**config.mk**
```make
export PLATFORM = sky130hd
export DESIGN_NAME = nmea_sentence_checker_core
export DESIGN_NICKNAME = d
export VERILOG_FILES = /design/src/rtl/core/nmea_sc_pkg.sv /design/src/rtl/core/nmea_sc_step.sv /design/src/rtl/core/nmea_sentence_checker_core.sv
export SDC_FILE = /design/constraint.sdc
export NUM_CORES = 1
export LEC_CHECK = 0
export BUFFER_PORTS_ARGS = -buffer_cell sky130_fd_sc_hd__buf_2
export CAP_MARGIN = 20
export CORE_AREA = 5 5 126 188
export CTS_BUF_LIST = sky130_fd_sc_hd__clkbuf_16
export DETAILED_ROUTE_END_ITERATION = 12
export DIE_AREA = 0 0 131 193
export REMOVE_ABC_BUFFERS = 1
export SETUP_SLACK_MARGIN = 0.02
export SYNTH_ARGS = -nofsm -noshare
export SYNTH_HDL_FRONTEND = slang
export SYNTH_SLANG_ARGS = --single-unit
```
**constraint.sdc**
```tcl
create_clock -name clk -period 6.65 [get_ports clk]
set_input_delay 0.9975 -clock clk [delete_from_list [all_inputs] [get_ports clk]]
set_output_delay 0.9975 -clock clk [all_outputs]
set_load 0.02 [all_outputs]
```
**src/rtl/core/nmea_sc_pkg.sv**
```systemverilog
// Shared types, codes and helpers for the NMEA sentence checker.
// No dependencies.
package nmea_sc_pkg;

  // line phase codes
  localparam logic [2:0] PH_HUNT = 3'd0;
  localparam logic [2:0] PH_BODY = 3'd1;
  localparam logic [2:0] PH_HEX1 = 3'd2;
  localparam logic [2:0] PH_HEX2 = 3'd3;
  localparam logic [2:0] PH_TAIL = 3'd4;

  // characters
  localparam logic [7:0] CH_DOLLAR  = 8'h24;
  localparam logic [7:0] CH_STAR    = 8'h2A;
  localparam logic [7:0] CH_COMMA   = 8'h2C;
  localparam logic [7:0] CH_NEWLINE = 8'h0A;

  // talker-stripped sentence tags
  localparam logic [23:0] TAG_RMC = 24'h524D43;
  localparam logic [23:0] TAG_VTG = 24'h565447;
  localparam logic [23:0] TAG_GGA = 24'h474741;

  localparam logic [5:0] COMMA_MAX = 6'd62;

  // line status codes
  localparam logic [1:0] ST_NO_DOLLAR = 2'd0;
  localparam logic [1:0] ST_MALFORMED = 2'd1;
  localparam logic [1:0] ST_MISMATCH  = 2'd2;
  localparam logic [1:0] ST_VALID     = 2'd3;

  // sentence kind codes
  localparam logic [1:0] KIND_OTHER = 2'd0;
  localparam logic [1:0] KIND_RMC   = 2'd1;
  localparam logic [1:0] KIND_VTG   = 2'd2;
  localparam logic [1:0] KIND_GGA   = 2'd3;

  localparam logic [15:0] BAD_MAX = 16'hFFFF;

  typedef struct packed {
    logic [2:0]  phase;
    logic [7:0]  xor_acc;
    logic [7:0]  hex_value;
    logic        hex_bad;
    logic [23:0] tag_tail;
    logic        comma_seen;
    logic [5:0]  comma_total;
  } line_st_t;

  typedef struct packed {
    logic [1:0]  line_status;
    logic [1:0]  sentence_kind;
    logic [5:0]  field_total;
    logic [7:0]  computed_sum;
    logic [7:0]  received_sum;
    logic [15:0] bad_line_total;
  } result_t;

  localparam line_st_t LINE_CLEAR = '{
    phase: PH_HUNT, xor_acc: 8'h00, hex_value: 8'h00, hex_bad: 1'b0,
    tag_tail: 24'h000000, comma_seen: 1'b0, comma_total: 6'd0
  };

  // bit 4 set: not a hex digit
  function automatic logic [4:0] hex_digit(input logic [7:0] c);
    logic [4:0] d;
    d = 5'h10;
    if (c >= 8'h30 && c <= 8'h39) d = {1'b0, 4'(c - 8'h30)};
    else if (c >= 8'h41 && c <= 8'h46) d = {1'b0, 4'(c - 8'h41 + 8'd10)};
    else if (c >= 8'h61 && c <= 8'h66) d = {1'b0, 4'(c - 8'h61 + 8'd10)};
    return d;
  endfunction

endpackage

```
**src/rtl/core/nmea_sc_step.sv**
```systemverilog
// Per-byte update of the line state and result formation at line end.
// Depends on nmea_sc_pkg.
module nmea_sc_step (
  input  nmea_sc_pkg::line_st_t line_st,
  input  logic [15:0]           bad_lines,
  input  logic [7:0]            char_in,
  input  logic                  end_of_input,
  output nmea_sc_pkg::line_st_t line_nxt,
  output logic [15:0]           bad_nxt,
  output logic                  emit,
  output nmea_sc_pkg::result_t  result
);

  nmea_sc_pkg::line_st_t ab;
  logic [4:0]            dig;
  logic                  newline;
  logic [1:0]            status;
  logic [1:0]            kind;
  logic [15:0]           bad_cnt;

  assign newline = (char_in == nmea_sc_pkg::CH_NEWLINE);
  assign dig     = nmea_sc_pkg::hex_digit(char_in);
  assign emit    = newline || end_of_input;

  // absorb the byte (newline is not part of the line)
  always_comb begin
    ab = line_st;
    if (!newline) begin
      case (line_st.phase)
        nmea_sc_pkg::PH_HUNT: begin
          if (char_in == nmea_sc_pkg::CH_DOLLAR) begin
            ab.phase    = nmea_sc_pkg::PH_BODY;
            ab.tag_tail = {16'h0000, nmea_sc_pkg::CH_DOLLAR};
          end
        end
        nmea_sc_pkg::PH_BODY: begin
          if (char_in == nmea_sc_pkg::CH_STAR) begin
            ab.phase = nmea_sc_pkg::PH_HEX1;
          end else begin
            ab.xor_acc = line_st.xor_acc ^ char_in;
            if (char_in == nmea_sc_pkg::CH_COMMA) begin
              ab.comma_seen = 1'b1;
              if (line_st.comma_total < nmea_sc_pkg::COMMA_MAX)
                ab.comma_total = line_st.comma_total + 6'd1;
            end else if (!line_st.comma_seen) begin
              ab.tag_tail = {line_st.tag_tail[15:0], char_in};
            end
          end
        end
        nmea_sc_pkg::PH_HEX1: begin
          if (dig[4]) ab.hex_bad = 1'b1;
          else ab.hex_value = {dig[3:0], 4'h0};
          ab.phase = nmea_sc_pkg::PH_HEX2;
        end
        nmea_sc_pkg::PH_HEX2: begin
          if (dig[4]) ab.hex_bad = 1'b1;
          else ab.hex_value = line_st.hex_value | {4'h0, dig[3:0]};
          ab.phase = nmea_sc_pkg::PH_TAIL;
        end
        default: ;
      endcase
    end
  end

  // classify the line as it stands after this byte
  always_comb begin
    if (ab.phase == nmea_sc_pkg::PH_HUNT)
      status = nmea_sc_pkg::ST_NO_DOLLAR;
    else if (ab.phase != nmea_sc_pkg::PH_TAIL || ab.hex_bad)
      status = nmea_sc_pkg::ST_MALFORMED;
    else if (ab.xor_acc != ab.hex_value)
      status = nmea_sc_pkg::ST_MISMATCH;
    else
      status = nmea_sc_pkg::ST_VALID;

    if (ab.tag_tail == nmea_sc_pkg::TAG_RMC)      kind = nmea_sc_pkg::KIND_RMC;
    else if (ab.tag_tail == nmea_sc_pkg::TAG_VTG) kind = nmea_sc_pkg::KIND_VTG;
    else if (ab.tag_tail == nmea_sc_pkg::TAG_GGA) kind = nmea_sc_pkg::KIND_GGA;
    else                                          kind = nmea_sc_pkg::KIND_OTHER;

    bad_cnt = bad_lines;
    if (status != nmea_sc_pkg::ST_NO_DOLLAR && status != nmea_sc_pkg::ST_VALID &&
        bad_lines != nmea_sc_pkg::BAD_MAX)
      bad_cnt = bad_lines + 16'd1;
  end

  always_comb begin
    result.line_status    = status;
    result.bad_line_total = bad_cnt;
    if (status == nmea_sc_pkg::ST_NO_DOLLAR) begin
      result.sentence_kind = nmea_sc_pkg::KIND_OTHER;
      result.field_total   = 6'd1;
      result.computed_sum  = 8'h00;
      result.received_sum  = 8'h00;
    end else begin
      result.sentence_kind = kind;
      result.field_total   = ab.comma_total + 6'd1;
      result.computed_sum  = ab.xor_acc;
      result.received_sum  = (status == nmea_sc_pkg::ST_MALFORMED) ? 8'h00 : ab.hex_value;
    end
  end

  assign line_nxt = emit ? nmea_sc_pkg::LINE_CLEAR : ab;
  assign bad_nxt  = emit ? bad_cnt : bad_lines;

endmodule

```
**src/rtl/core/nmea_sentence_checker_core.sv**
```systemverilog
// NMEA 0183 sentence checker. Takes one text byte per request on the in_
// channel and gives one result request per line (a line ends at 0x0A, which is
// not part of it, or after a byte flagged with in_end_of_input). A new byte
// can be taken every cycle unless it stalls as told below; a closing byte
// passes the input register, the combinational byte update and the result
// register before its result shows on out_valid and can be taken.
// The result register holds a waiting result while further bytes are still
// taken; bytes stall only when a line ends and the result register is still
// full. bad_line_total counts, with saturation,
// lines that hold a '$' but are malformed or fail the checksum.
// Depends on nmea_sc_pkg and nmea_sc_step.
module nmea_sentence_checker_core (
  input  logic        clk,
  input  logic        rst_n,
  // byte requests
  input  logic        in_valid,
  output logic        in_ready,
  input  logic [7:0]  in_char_in,
  input  logic        in_end_of_input,
  // result requests
  output logic        out_valid,
  input  logic        out_ready,
  output logic [1:0]  out_line_status,
  output logic [1:0]  out_sentence_kind,
  output logic [5:0]  out_field_total,
  output logic [7:0]  out_computed_sum,
  output logic [7:0]  out_received_sum,
  output logic [15:0] out_bad_line_total
);

  // input register
  logic       s1_valid_r;
  logic [7:0] s1_char_r;
  logic       s1_eoi_r;

  // running line state and the persistent bad-line count
  nmea_sc_pkg::line_st_t line_r;
  nmea_sc_pkg::line_st_t line_nxt;
  logic [15:0]           bad_r;
  logic [15:0]           bad_nxt;

  // result register
  logic                  out_valid_r;
  nmea_sc_pkg::result_t  res_r;
  nmea_sc_pkg::result_t  res_nxt;

  logic emit;
  logic out_free;
  logic s1_adv;

  nmea_sc_step u_step (
    .line_st      (line_r),
    .bad_lines    (bad_r),
    .char_in      (s1_char_r),
    .end_of_input (s1_eoi_r),
    .line_nxt     (line_nxt),
    .bad_nxt      (bad_nxt),
    .emit         (emit),
    .result       (res_nxt)
  );

  // a byte that closes a line needs room in the result register
  assign out_free = !out_valid_r || out_ready;
  assign s1_adv   = s1_valid_r && (!emit || out_free);
  assign in_ready = !s1_valid_r || s1_adv;

  always_ff @(posedge clk) begin
    if (!rst_n) begin
      s1_valid_r <= 1'b0;
    end else if (in_ready) begin
      s1_valid_r <= in_valid;
    end
  end

  always_ff @(posedge clk) begin
    if (in_ready && in_valid) begin
      s1_char_r <= in_char_in;
      s1_eoi_r  <= in_end_of_input;
    end
  end

  always_ff @(posedge clk) begin
    if (!rst_n) begin
      line_r <= nmea_sc_pkg::LINE_CLEAR;
      bad_r  <= 16'h0000;
    end else if (s1_adv) begin
      line_r <= line_nxt;
      bad_r  <= bad_nxt;
    end
  end

  always_ff @(posedge clk) begin
    if (!rst_n) begin
      out_valid_r <= 1'b0;
    end else if (s1_adv && emit) begin
      out_valid_r <= 1'b1;
    end else if (out_ready) begin
      out_valid_r <= 1'b0;
    end
  end

  always_ff @(posedge clk) begin
    if (s1_adv && emit) begin
      res_r <= res_nxt;
    end
  end

  assign out_valid          = out_valid_r;
  assign out_line_status    = res_r.line_status;
  assign out_sentence_kind  = res_r.sentence_kind;
  assign out_field_total    = res_r.field_total;
  assign out_computed_sum   = res_r.computed_sum;
  assign out_received_sum   = res_r.received_sum;
  assign out_bad_line_total = res_r.bad_line_total;

endmodule

```
==> flow_summary.rst, run 1 <==
.. list-table::
   :header-rows: 1

   * - Metric
     - Value
   * - Yosys top cell by area
     - sky130_fd_sc_hd__edfxtp_1
   * - Cell at the root of the clock tree
     - sky130_fd_sc_hd__clkbuf_16
   * - Number of synthesized flops with an enable pin
     - 51
   * - Crit path capture type
     - flop
   * - Crit path required time
     - 6.80 ns
   * - #FFs+latches synth
     - 120
   * - Clock tree from TritonCTS
     - done
   * - Clk Latency, worst-skew pair
     - 0.42 ns
   * - Distinct cell type count after synthesis
     - 83
   * - Count of antenna-violating nets left after detailed routing
     - 0
   * - Final nets
     - 736
   * - Initial standard-cell utilization of the core
     - 29.3%
   * - Critical path launch point type
     - flop
   * - # H-tree levels
     - 4
   * - Vertical die dimension
     - 193 um
   * - Overall power
     - 1.68 mW
   * - FFs w/ async S/R, synth
     - 0%
   * - DR vias
     - 5230
   * - Power Dens Cells
     - 224 mW/mm2
   * - Post-CTS Resized
     - 0
   * - Number of filler instances in the final layout
     - 2280
   * - Number of maximum-capacitance violations
     - 0
   * - Clk pin slew, worst setup/hold paths
     - 0.06 ns
   * - Wire length per cell
     - 16.1 um
   * - Area of all placed cells without fillers
     - 0.00751 mm2
   * - Count of antenna diodes in the layout
     - 0
   * - Buffers plus inverters on the worst setup path
     - 2
   * - DRC marker count from the first detailed-route iteration
     - 333
   * - Total overflow reported by the global router
     - 0
   * - List of cells traversed by the critical path
     - inv_1 > ha_1 > or3b_1 > and4_1 > or4_1 > a22o_1 > a221oi_2 > o2111ai_1 > nor3_4 > buf_4 > nor3_1 > xor2_1
   * - Worst-case clock skew
     - 0.00862 ns
   * - Cell with the most instances after synthesis
     - sky130_fd_sc_hd__dfxtp_1
   * - VDD IR-drop max
     - 153 uV
   * - Routed length on met3
     - 716 um
   * - Non-filler cells in the finished layout
     - 1004
   * - Synthesis warning total
     - 0
   * - Setup repair after global routing missed its margin
     - no
   * - Commonest register cell after synthesis
     - sky130_fd_sc_hd__dfxtp_1
   * - Worst hold path class
     - reg2reg
   * - Area share of the largest cell type after synthesis
     - 23.8%
   * - Die Area
     - 0.0253 mm2
   * - Final HPWL DP
     - 11600 um
   * - Row Count
     - 67
   * - Synth Cell Area
     - 0.00644 mm2
   * - DRC viols
     - 0
   * - Setup TNS after final layout
     - 0 ns
   * - All-Layer GR Usage
     - 13.4%
   * - Compound-cell area share of the yosys netlist
     - 20.2%
   * - Final hold violation count
     - 0
   * - Clock tree buffer depth
     - 2
   * - Pleak
     - 2.63 nW
   * - Outcome
     - finished clean
   * - Top-level I/O count
     - 57
   * - Post-DP Area
     - 0.00694 mm2
   * - Total length of routed met2 wires
     - 8110 um
   * - Share of the cycle needed by the critical path after routing
     - 57.8%
   * - Share of cells above drive strength 1
     - 16.8%
   * - Synth Area in Simple Gates
     - 23.8%
   * - Standard cell with the maximum stage delay on the critical path
     - sky130_fd_sc_hd__edfxtp_1
   * - Data arrival time at the worst-slack endpoint
     - 3.99 ns
   * - IO buf count
     - 56
   * - Type of the worst setup path
     - reg2reg
   * - First-pass GRT wire length
     - 26400 um
   * - Per-cell via count in the routed design
     - 5.21
   * - Category of cells accounting for the largest share of critical-path delay
     - simple AND/OR/NAND/NOR gates
   * - Vias in the first global route
     - 5112
   * - Post-CTS setup buffer count
     - 0
   * - Core Box Area
     - 0.0220 mm2
   * - WHS
     - 0.475 ns
   * - Number of antenna violations at the first check in global routing
     - 0
   * - Placed cell count
     - 971
   * - Post-route met1 wirelength
     - 6670 um
   * - Worst max-slew margin expressed relative to the limit
     - 26.3%
   * - Largest stage delay on the critical path
     - 0.50 ns
   * - Adder and majority cell fraction of the synthesized area
     - 1.55%
   * - Routability congestion estimate from global placement
     - 0.896
   * - Largest cells by area after synthesis
     - sky130_fd_sc_hd__edfxtp_1 (24%), sky130_fd_sc_hd__dfxtp_1 (21%), sky130_fd_sc_hd__nor2b_1 (4.2%), sky130_fd_sc_hd__a22oi_1 (3.6%), sky130_fd_sc_hd__nor2_1 (3.1%)
   * - Mean Syn Cell Area
     - 9.62 um2
   * - Cells after synthesis
     - 670
   * - Leading post-synthesis cells by instance count
     - sky130_fd_sc_hd__dfxtp_1 (69), sky130_fd_sc_hd__nor2_1 (54), sky130_fd_sc_hd__edfxtp_1 (51), sky130_fd_sc_hd__nor2b_1 (43), sky130_fd_sc_hd__nand2_1 (37)
   * - Period minus WS final
     - 3.84 ns
   * - Part of the Yosys area used for sequential elements
     - 45.2%
   * - Final Slew Violations
     - 0
   * - Final setup violation count
     - 0
   * - First-pass iteration count of the detailed router
     - 5
   * - Highest layer used for signal routing
     - met4
   * - Pin count of the biggest net entering global routing
     - 72
   * - Combinational family with the most area after synthesis
     - simple AND/OR/NAND/NOR gates
   * - Transition at the pin with the smallest max-transition slack
     - 1.10 ns
   * - Number of buffers created by CTS
     - 17
   * - Biggest fanout along the worst timing path
     - 46
   * - Hold buffer count at cts
     - 0
   * - Final WL
     - 16200 um
   * - TritonCTS Sinks
     - 120
   * - Multiplexer fraction of the synthesized cell area
     - 0.835%
   * - Area Overhead vs Synth
     - 16.5%
   * - Xor/xnor share of the synthesized area
     - 4.49%
   * - Overall die width
     - 131 um
   * - Achievable clock frequency
     - 0.260 GHz
[final cells by class]
type                            instances  area (um2)  area share, %
Clock buffer                           17         425           5.67
Clock inverter                         15         114           1.52
Inverter                               12        45.0          0.600
Multi-Input combinational cell        498        3290           43.8
Sequential cell                       120        2910           38.8
Tap cell                              276         345           4.60
Timing Repair Buffer                   66         375           5.00
[worst paths after layout]
path           startpoint                endpoint  slack (ns)  cells past startpoint
min            line_r[31]              line_r[31]        0.48                      2
min reg2reg    line_r[31]              line_r[31]        0.48                      2
max reg2reg  s1_char_r[0]  out_bad_line_total[15]        2.81                     12
max          s1_char_r[0]  out_bad_line_total[15]        2.81                     12
[sequential cells by signal, indices dropped and copies added, names as in the netlist]
name and count:
bad_r 16, line_r 51, out_bad_line_total 16, out_computed_sum 8
out_field_total 6, out_line_status 2, out_received_sum 8, out_sentence_kind 2
out_valid 1, s1_char_r 8, s1_eoi_r 1, s1_valid_r 1
[cell families (layout without fill, tap and decap cells)]
logic type	after synthesis	in the layout
xor gates and xnor gates	33	33
adders and majority gates	8	8
buffers and inverters	52	110
AOI/OAI and AO/OA	185	185
muxes	5	5
and+or+nand+nor	267	267
DFF	120	120
[worst reg2reg max path, stage by stage (launching register included)]
cell and delay, ns:
sky130_fd_sc_hd__edfxtp_1 0.50, sky130_fd_sc_hd__inv_1 0.23, sky130_fd_sc_hd__ha_1 0.24, sky130_fd_sc_hd__or3b_1 0.39, sky130_fd_sc_hd__and4_1 0.22, sky130_fd_sc_hd__or4_1 0.46
sky130_fd_sc_hd__a22o_1 0.20, sky130_fd_sc_hd__a221oi_2 0.29, sky130_fd_sc_hd__o2111ai_1 0.22, sky130_fd_sc_hd__nor3_4 0.14, sky130_fd_sc_hd__buf_4 0.38, sky130_fd_sc_hd__nor3_1 0.14
sky130_fd_sc_hd__xor2_1 0.17
[cells in the final DEF (no fill, tap or decap), types with 25 or more instances in the layout]
cell	count
sky130_fd_sc_hd__nand2_1	37
sky130_fd_sc_hd__edfxtp_1	51
sky130_fd_sc_hd__nor2_1	53
sky130_fd_sc_hd__buf_2	56
sky130_fd_sc_hd__dfxtp_1	69
sky130_fd_sc_hd__nand3_1	25
sky130_fd_sc_hd__a22oi_1	31
sky130_fd_sc_hd__o21ai_0	28
sky130_fd_sc_hd__nor2b_1	43
sky130_fd_sc_hd__a21oi_1	26
[power by group]
group          total (mW)  switching (mW)  internal, mW
Sequential          0.785          0.0102         0.774
Combinational      0.0650          0.0429        0.0220
Clock               0.834           0.329         0.506
[routing by layer]
layer  GRT usage [%]  up-vias
met4            6.89        0
met5               0        -
li1                -     2594
met3            3.11       38
met1            15.3     2454
met2            22.9      144
[through the flow]
| step | utilization, % | setup slack, ns |
|---|---|---|
| 2_1_floorplan | - | 1.22 |
| 3_3_place_gp | 31.6 | 2.83 |
| 3_5_place_dp | 31.6 | 2.67 |
| 4_1_cts | 34.1 | 2.63 |
| 5_1_grt | 34.2 | 2.57 |
| 6_report | 34.2 | 2.81 |
Power figures use the tool's default switching activity.
==> run 2, diff against run 1 <==
==> constraint.sdc (replaced) <==
create_clock -name clk -period 3.1 [get_ports clk]
set_input_delay 0.465 -clock clk [delete_from_list [all_inputs] [get_ports clk]]
set_output_delay 0.465 -clock clk [all_outputs]
set_load 0.02 [all_outputs]
==> run 2 against run 1 <==
Compared with the run above: combinational power rose to 3.3 times the previous value; clock power up 130%; sequential power up 110%; setup slack worse by 3.2 ns; critical path depth up 3; register-to-register slack worse by 3.2 ns; die area unchanged; clock-buffer cell count up 1; global-route usage up 2.1 points; final cell count up 13%; flip-flop and latch count unchanged; the flow now finishes with violations (negative setup slack); via count up 12%.
==> flow_summary.rst, run 2 (synthesis results as in run 1) <==
.. list-table::
   :header-rows: 1

   * - Metric
     - Value
   * - Biggest fanout along the worst timing path
     - 5
   * - Final Slew Violations
     - 0
   * - Commonest non-fill, non-tap cells in the layout
     - sky130_fd_sc_hd__buf_4 (125), sky130_fd_sc_hd__dfxtp_1 (69), sky130_fd_sc_hd__buf_2 (56), sky130_fd_sc_hd__nor2_1 (51), sky130_fd_sc_hd__edfxtp_1 (51)
   * - Final nets
     - 868
   * - Setup TNS after final layout
     - -9.45 ns
   * - Routability congestion estimate from global placement
     - 0.915
   * - Worst max-slew margin expressed relative to the limit
     - 42.7%
   * - Flip-flop count of the largest register after layout
     - 51
   * - Number of buffers created by CTS
     - 17
   * - All-Layer GR Usage
     - 15.4%
   * - IO buf count
     - 56
   * - Largest stage delay on the critical path
     - 0.46 ns
   * - First-pass GRT wire length
     - 30300 um
   * - List of cells traversed by the critical path
     - inv_2 > buf_6 > ha_2 > and4b_2 > buf_4 > a31oi_1 > buf_4 > nor4_4 > buf_4 > o211ai_1 > nand4bb_1 > or3_1 > nand4bb_4 > o41ai_1 > and3b_1
   * - Clk Latency, worst-skew pair
     - 0.42 ns
   * - Setup repair after global routing missed its margin
     - yes
   * - Storage element area
     - 0.00291 mm2
   * - Number of maximum-capacitance violations
     - 0
   * - Final WL
     - 19500 um
   * - Overall die width
     - 131 um
   * - Per-cell via count in the routed design
     - 5.14
   * - Vertical die dimension
     - 193 um
   * - Vias in the first global route
     - 5794
   * - Die Area
     - 0.0253 mm2
   * - Count of cells along the worst hold path
     - 1
   * - Placement-stage worst setup slack
     - -0.470 ns
   * - Clock tree from TritonCTS
     - done
   * - Final critical-path setup slack
     - -0.378 ns
   * - Endpoint of the worst-slack reg-to-reg timing path
     - out_sentence_kind[1]
   * - Crit path top cell by count
     - sky130_fd_sc_hd__buf_4
   * - Number of filler instances in the final layout
     - 2159
   * - Relative contribution of the clock network to total power
     - 50.4%
   * - Share of the cycle needed by the critical path after routing
     - 112%
   * - Crit path capture type
     - flop
   * - Area of the multi-input gates
     - 0.00363 mm2
   * - Power Dens Cells
     - 423 mW/mm2
   * - Row Count
     - 67
   * - Outcome
     - finished with violations
   * - Most frequent standard cell in the layout excluding fill and tap cells
     - sky130_fd_sc_hd__buf_4
   * - Register ranked first by flip-flop count
     - line_r
   * - Hold buffer count at cts
     - 0
   * - Total overflow reported by the global router
     - 0
   * - Worst hold path class
     - in2reg
   * - Area Overhead vs Synth
     - 39.5%
   * - Transition at the pin with the smallest max-transition slack
     - 0.859 ns
   * - Overall power
     - 3.80 mW
   * - Flop-to-flop setup slack
     - -0.38 ns
   * - Count of antenna diodes in the layout
     - 0
   * - Initial standard-cell utilization of the core
     - 29.3%
   * - Standard cell with the maximum stage delay on the critical path
     - sky130_fd_sc_hd__nor4_4
   * - Crit path required time
     - 3.38 ns
   * - TritonCTS Sinks
     - 120
   * - Hold Path Sink
     - s1_char_r[3]
   * - Final setup violation count
     - 34
   * - Hold path startpoint
     - in_char_in[3]
   * - Type of the worst setup path
     - reg2reg
   * - Pin count of the biggest net entering global routing
     - 49
   * - Share of total power in combinational logic
     - 5.6%
   * - Worst-case clock skew
     - 0.0132 ns
   * - DRC viols
     - 0
   * - Switching power
     - 0.899 mW
   * - # H-tree levels
     - 4
   * - Fraction of power spent switching nets
     - 23.7%
   * - DRC marker count from the first detailed-route iteration
     - 436
   * - Pleak
     - 3.39 nW
   * - Failing checks
     - negative setup slack
   * - Number of cells traversed by the worst register-to-register path
     - 15
   * - Final hold violation count
     - 0
   * - VDD IR-drop max
     - 377 uV
   * - Final HPWL DP
     - 13600 um
   * - Data arrival time at the worst-slack endpoint
     - 3.76 ns
   * - Top-level I/O count
     - 57
   * - Number of antenna violations at the first check in global routing
     - 0
   * - Achievable clock frequency
     - 0.288 GHz
   * - P_int
     - 2.90 mW
   * - Count of antenna-violating nets left after detailed routing
     - 0
   * - First-pass iteration count of the detailed router
     - 5
   * - Sequential cell fraction of total power
     - 44.0%
   * - WHS
     - 0.229 ns
   * - Core Box Area
     - 0.0220 mm2
   * - Final cell utilization of the core
     - 40.9%
   * - R2r startpoint
     - s1_char_r[0]
   * - Wire length per cell
     - 17.2 um
   * - Period minus WS final
     - 3.48 ns
   * - Clk pin slew, worst setup/hold paths
     - 0.06 ns
   * - Cell at the root of the clock tree
     - sky130_fd_sc_hd__clkbuf_16
   * - Share of cells above drive strength 1
     - 36.2%
   * - Clock tree buffer depth
     - 2
   * - Critical path launch point type
     - flop
   * - DR vias
     - 5840
run 2: cell types whose count changed in the layout (fill, tap and decap cells not counted), sizes merged:
cell | before | now
clkinvlp | 5 | 0
inv | 16 | 19
buf | 66 | 197
clkinv | 5 | 6
clkbuf | 17 | 19
run 2: power by group through the flow:
stage | Combinational (mW) | Clock [mW] | Sequential [mW]
floorplan | 0.0671 | 0 | 1.72
global placement | 0.192 | 0 | 1.70
detailed placement | 0.192 | 0 | 1.71
CTS | 0.204 | 1.96 | 1.67
global route | 0.227 | 2.03 | 1.67
finish | 0.212 | 1.92 | 1.67
run 2: what timing repair did:
item | CTS | global route
buffers inserted | 17 | 10
pin swaps | 25 | 42
resized for setup | 48 | 46
gates cloned | 4 | 1
setup endpoints to repair | 35 | 42
run 2: metal layers:
layer	wire length (um)	track usage [%]	part of all wire, %
met2	10600	29.0	54
met1	7640	16.3	39
met5	0	0	0
met4	639	6.97	3.3
met3	595	2.89	3.1
run 2: worst max-delay path, delay by kind of cell, from the launching register on:
kind	cells	cell delay, ns
and+or+nand+nor	6	1.77
buffers and inverters	5	0.73
DFF	1	0.43
AOI/OAI and AO/OA	3	0.26
adders and majority gates	1	0.17
run 2: layout make-up:
type,count,share of cell area [%]
multi-input cells,498,40.4
flip-flops and latches,120,32.4
repair buffers,198,16.5
clock buffers,18,5.01
well taps,276,3.84
clock inverters,14,1.31
inverters,12,0.501
run 2: how the worst max path moves through the flow:
stage	startpoint	endpoint	slack, ns	cells after the start
after floorplan	s1_char_r[0]	bad_r[11]	-2.33	11
after detailed placement	s1_char_r[0]	out_bad_line_total[1]	-0.47	11
after global routing	s1_char_r[0]	out_sentence_kind[1]	-0.50	15
after CTS	s1_char_r[0]	out_bad_line_total[8]	-0.37	15
after global placement	s1_char_r[0]	out_bad_line_total[1]	-0.40	11
final	s1_char_r[0]	out_sentence_kind[1]	-0.38	15
run 2: stage by stage:
step           std cells  instance area (um2)
6_report            1136                 8990
5_1_grt             1136                 8990
4_1_cts             1130                 8770
3_5_place_dp        1077                 7760
3_3_place_gp        1077                 7760
2_1_floorplan        630                 6230
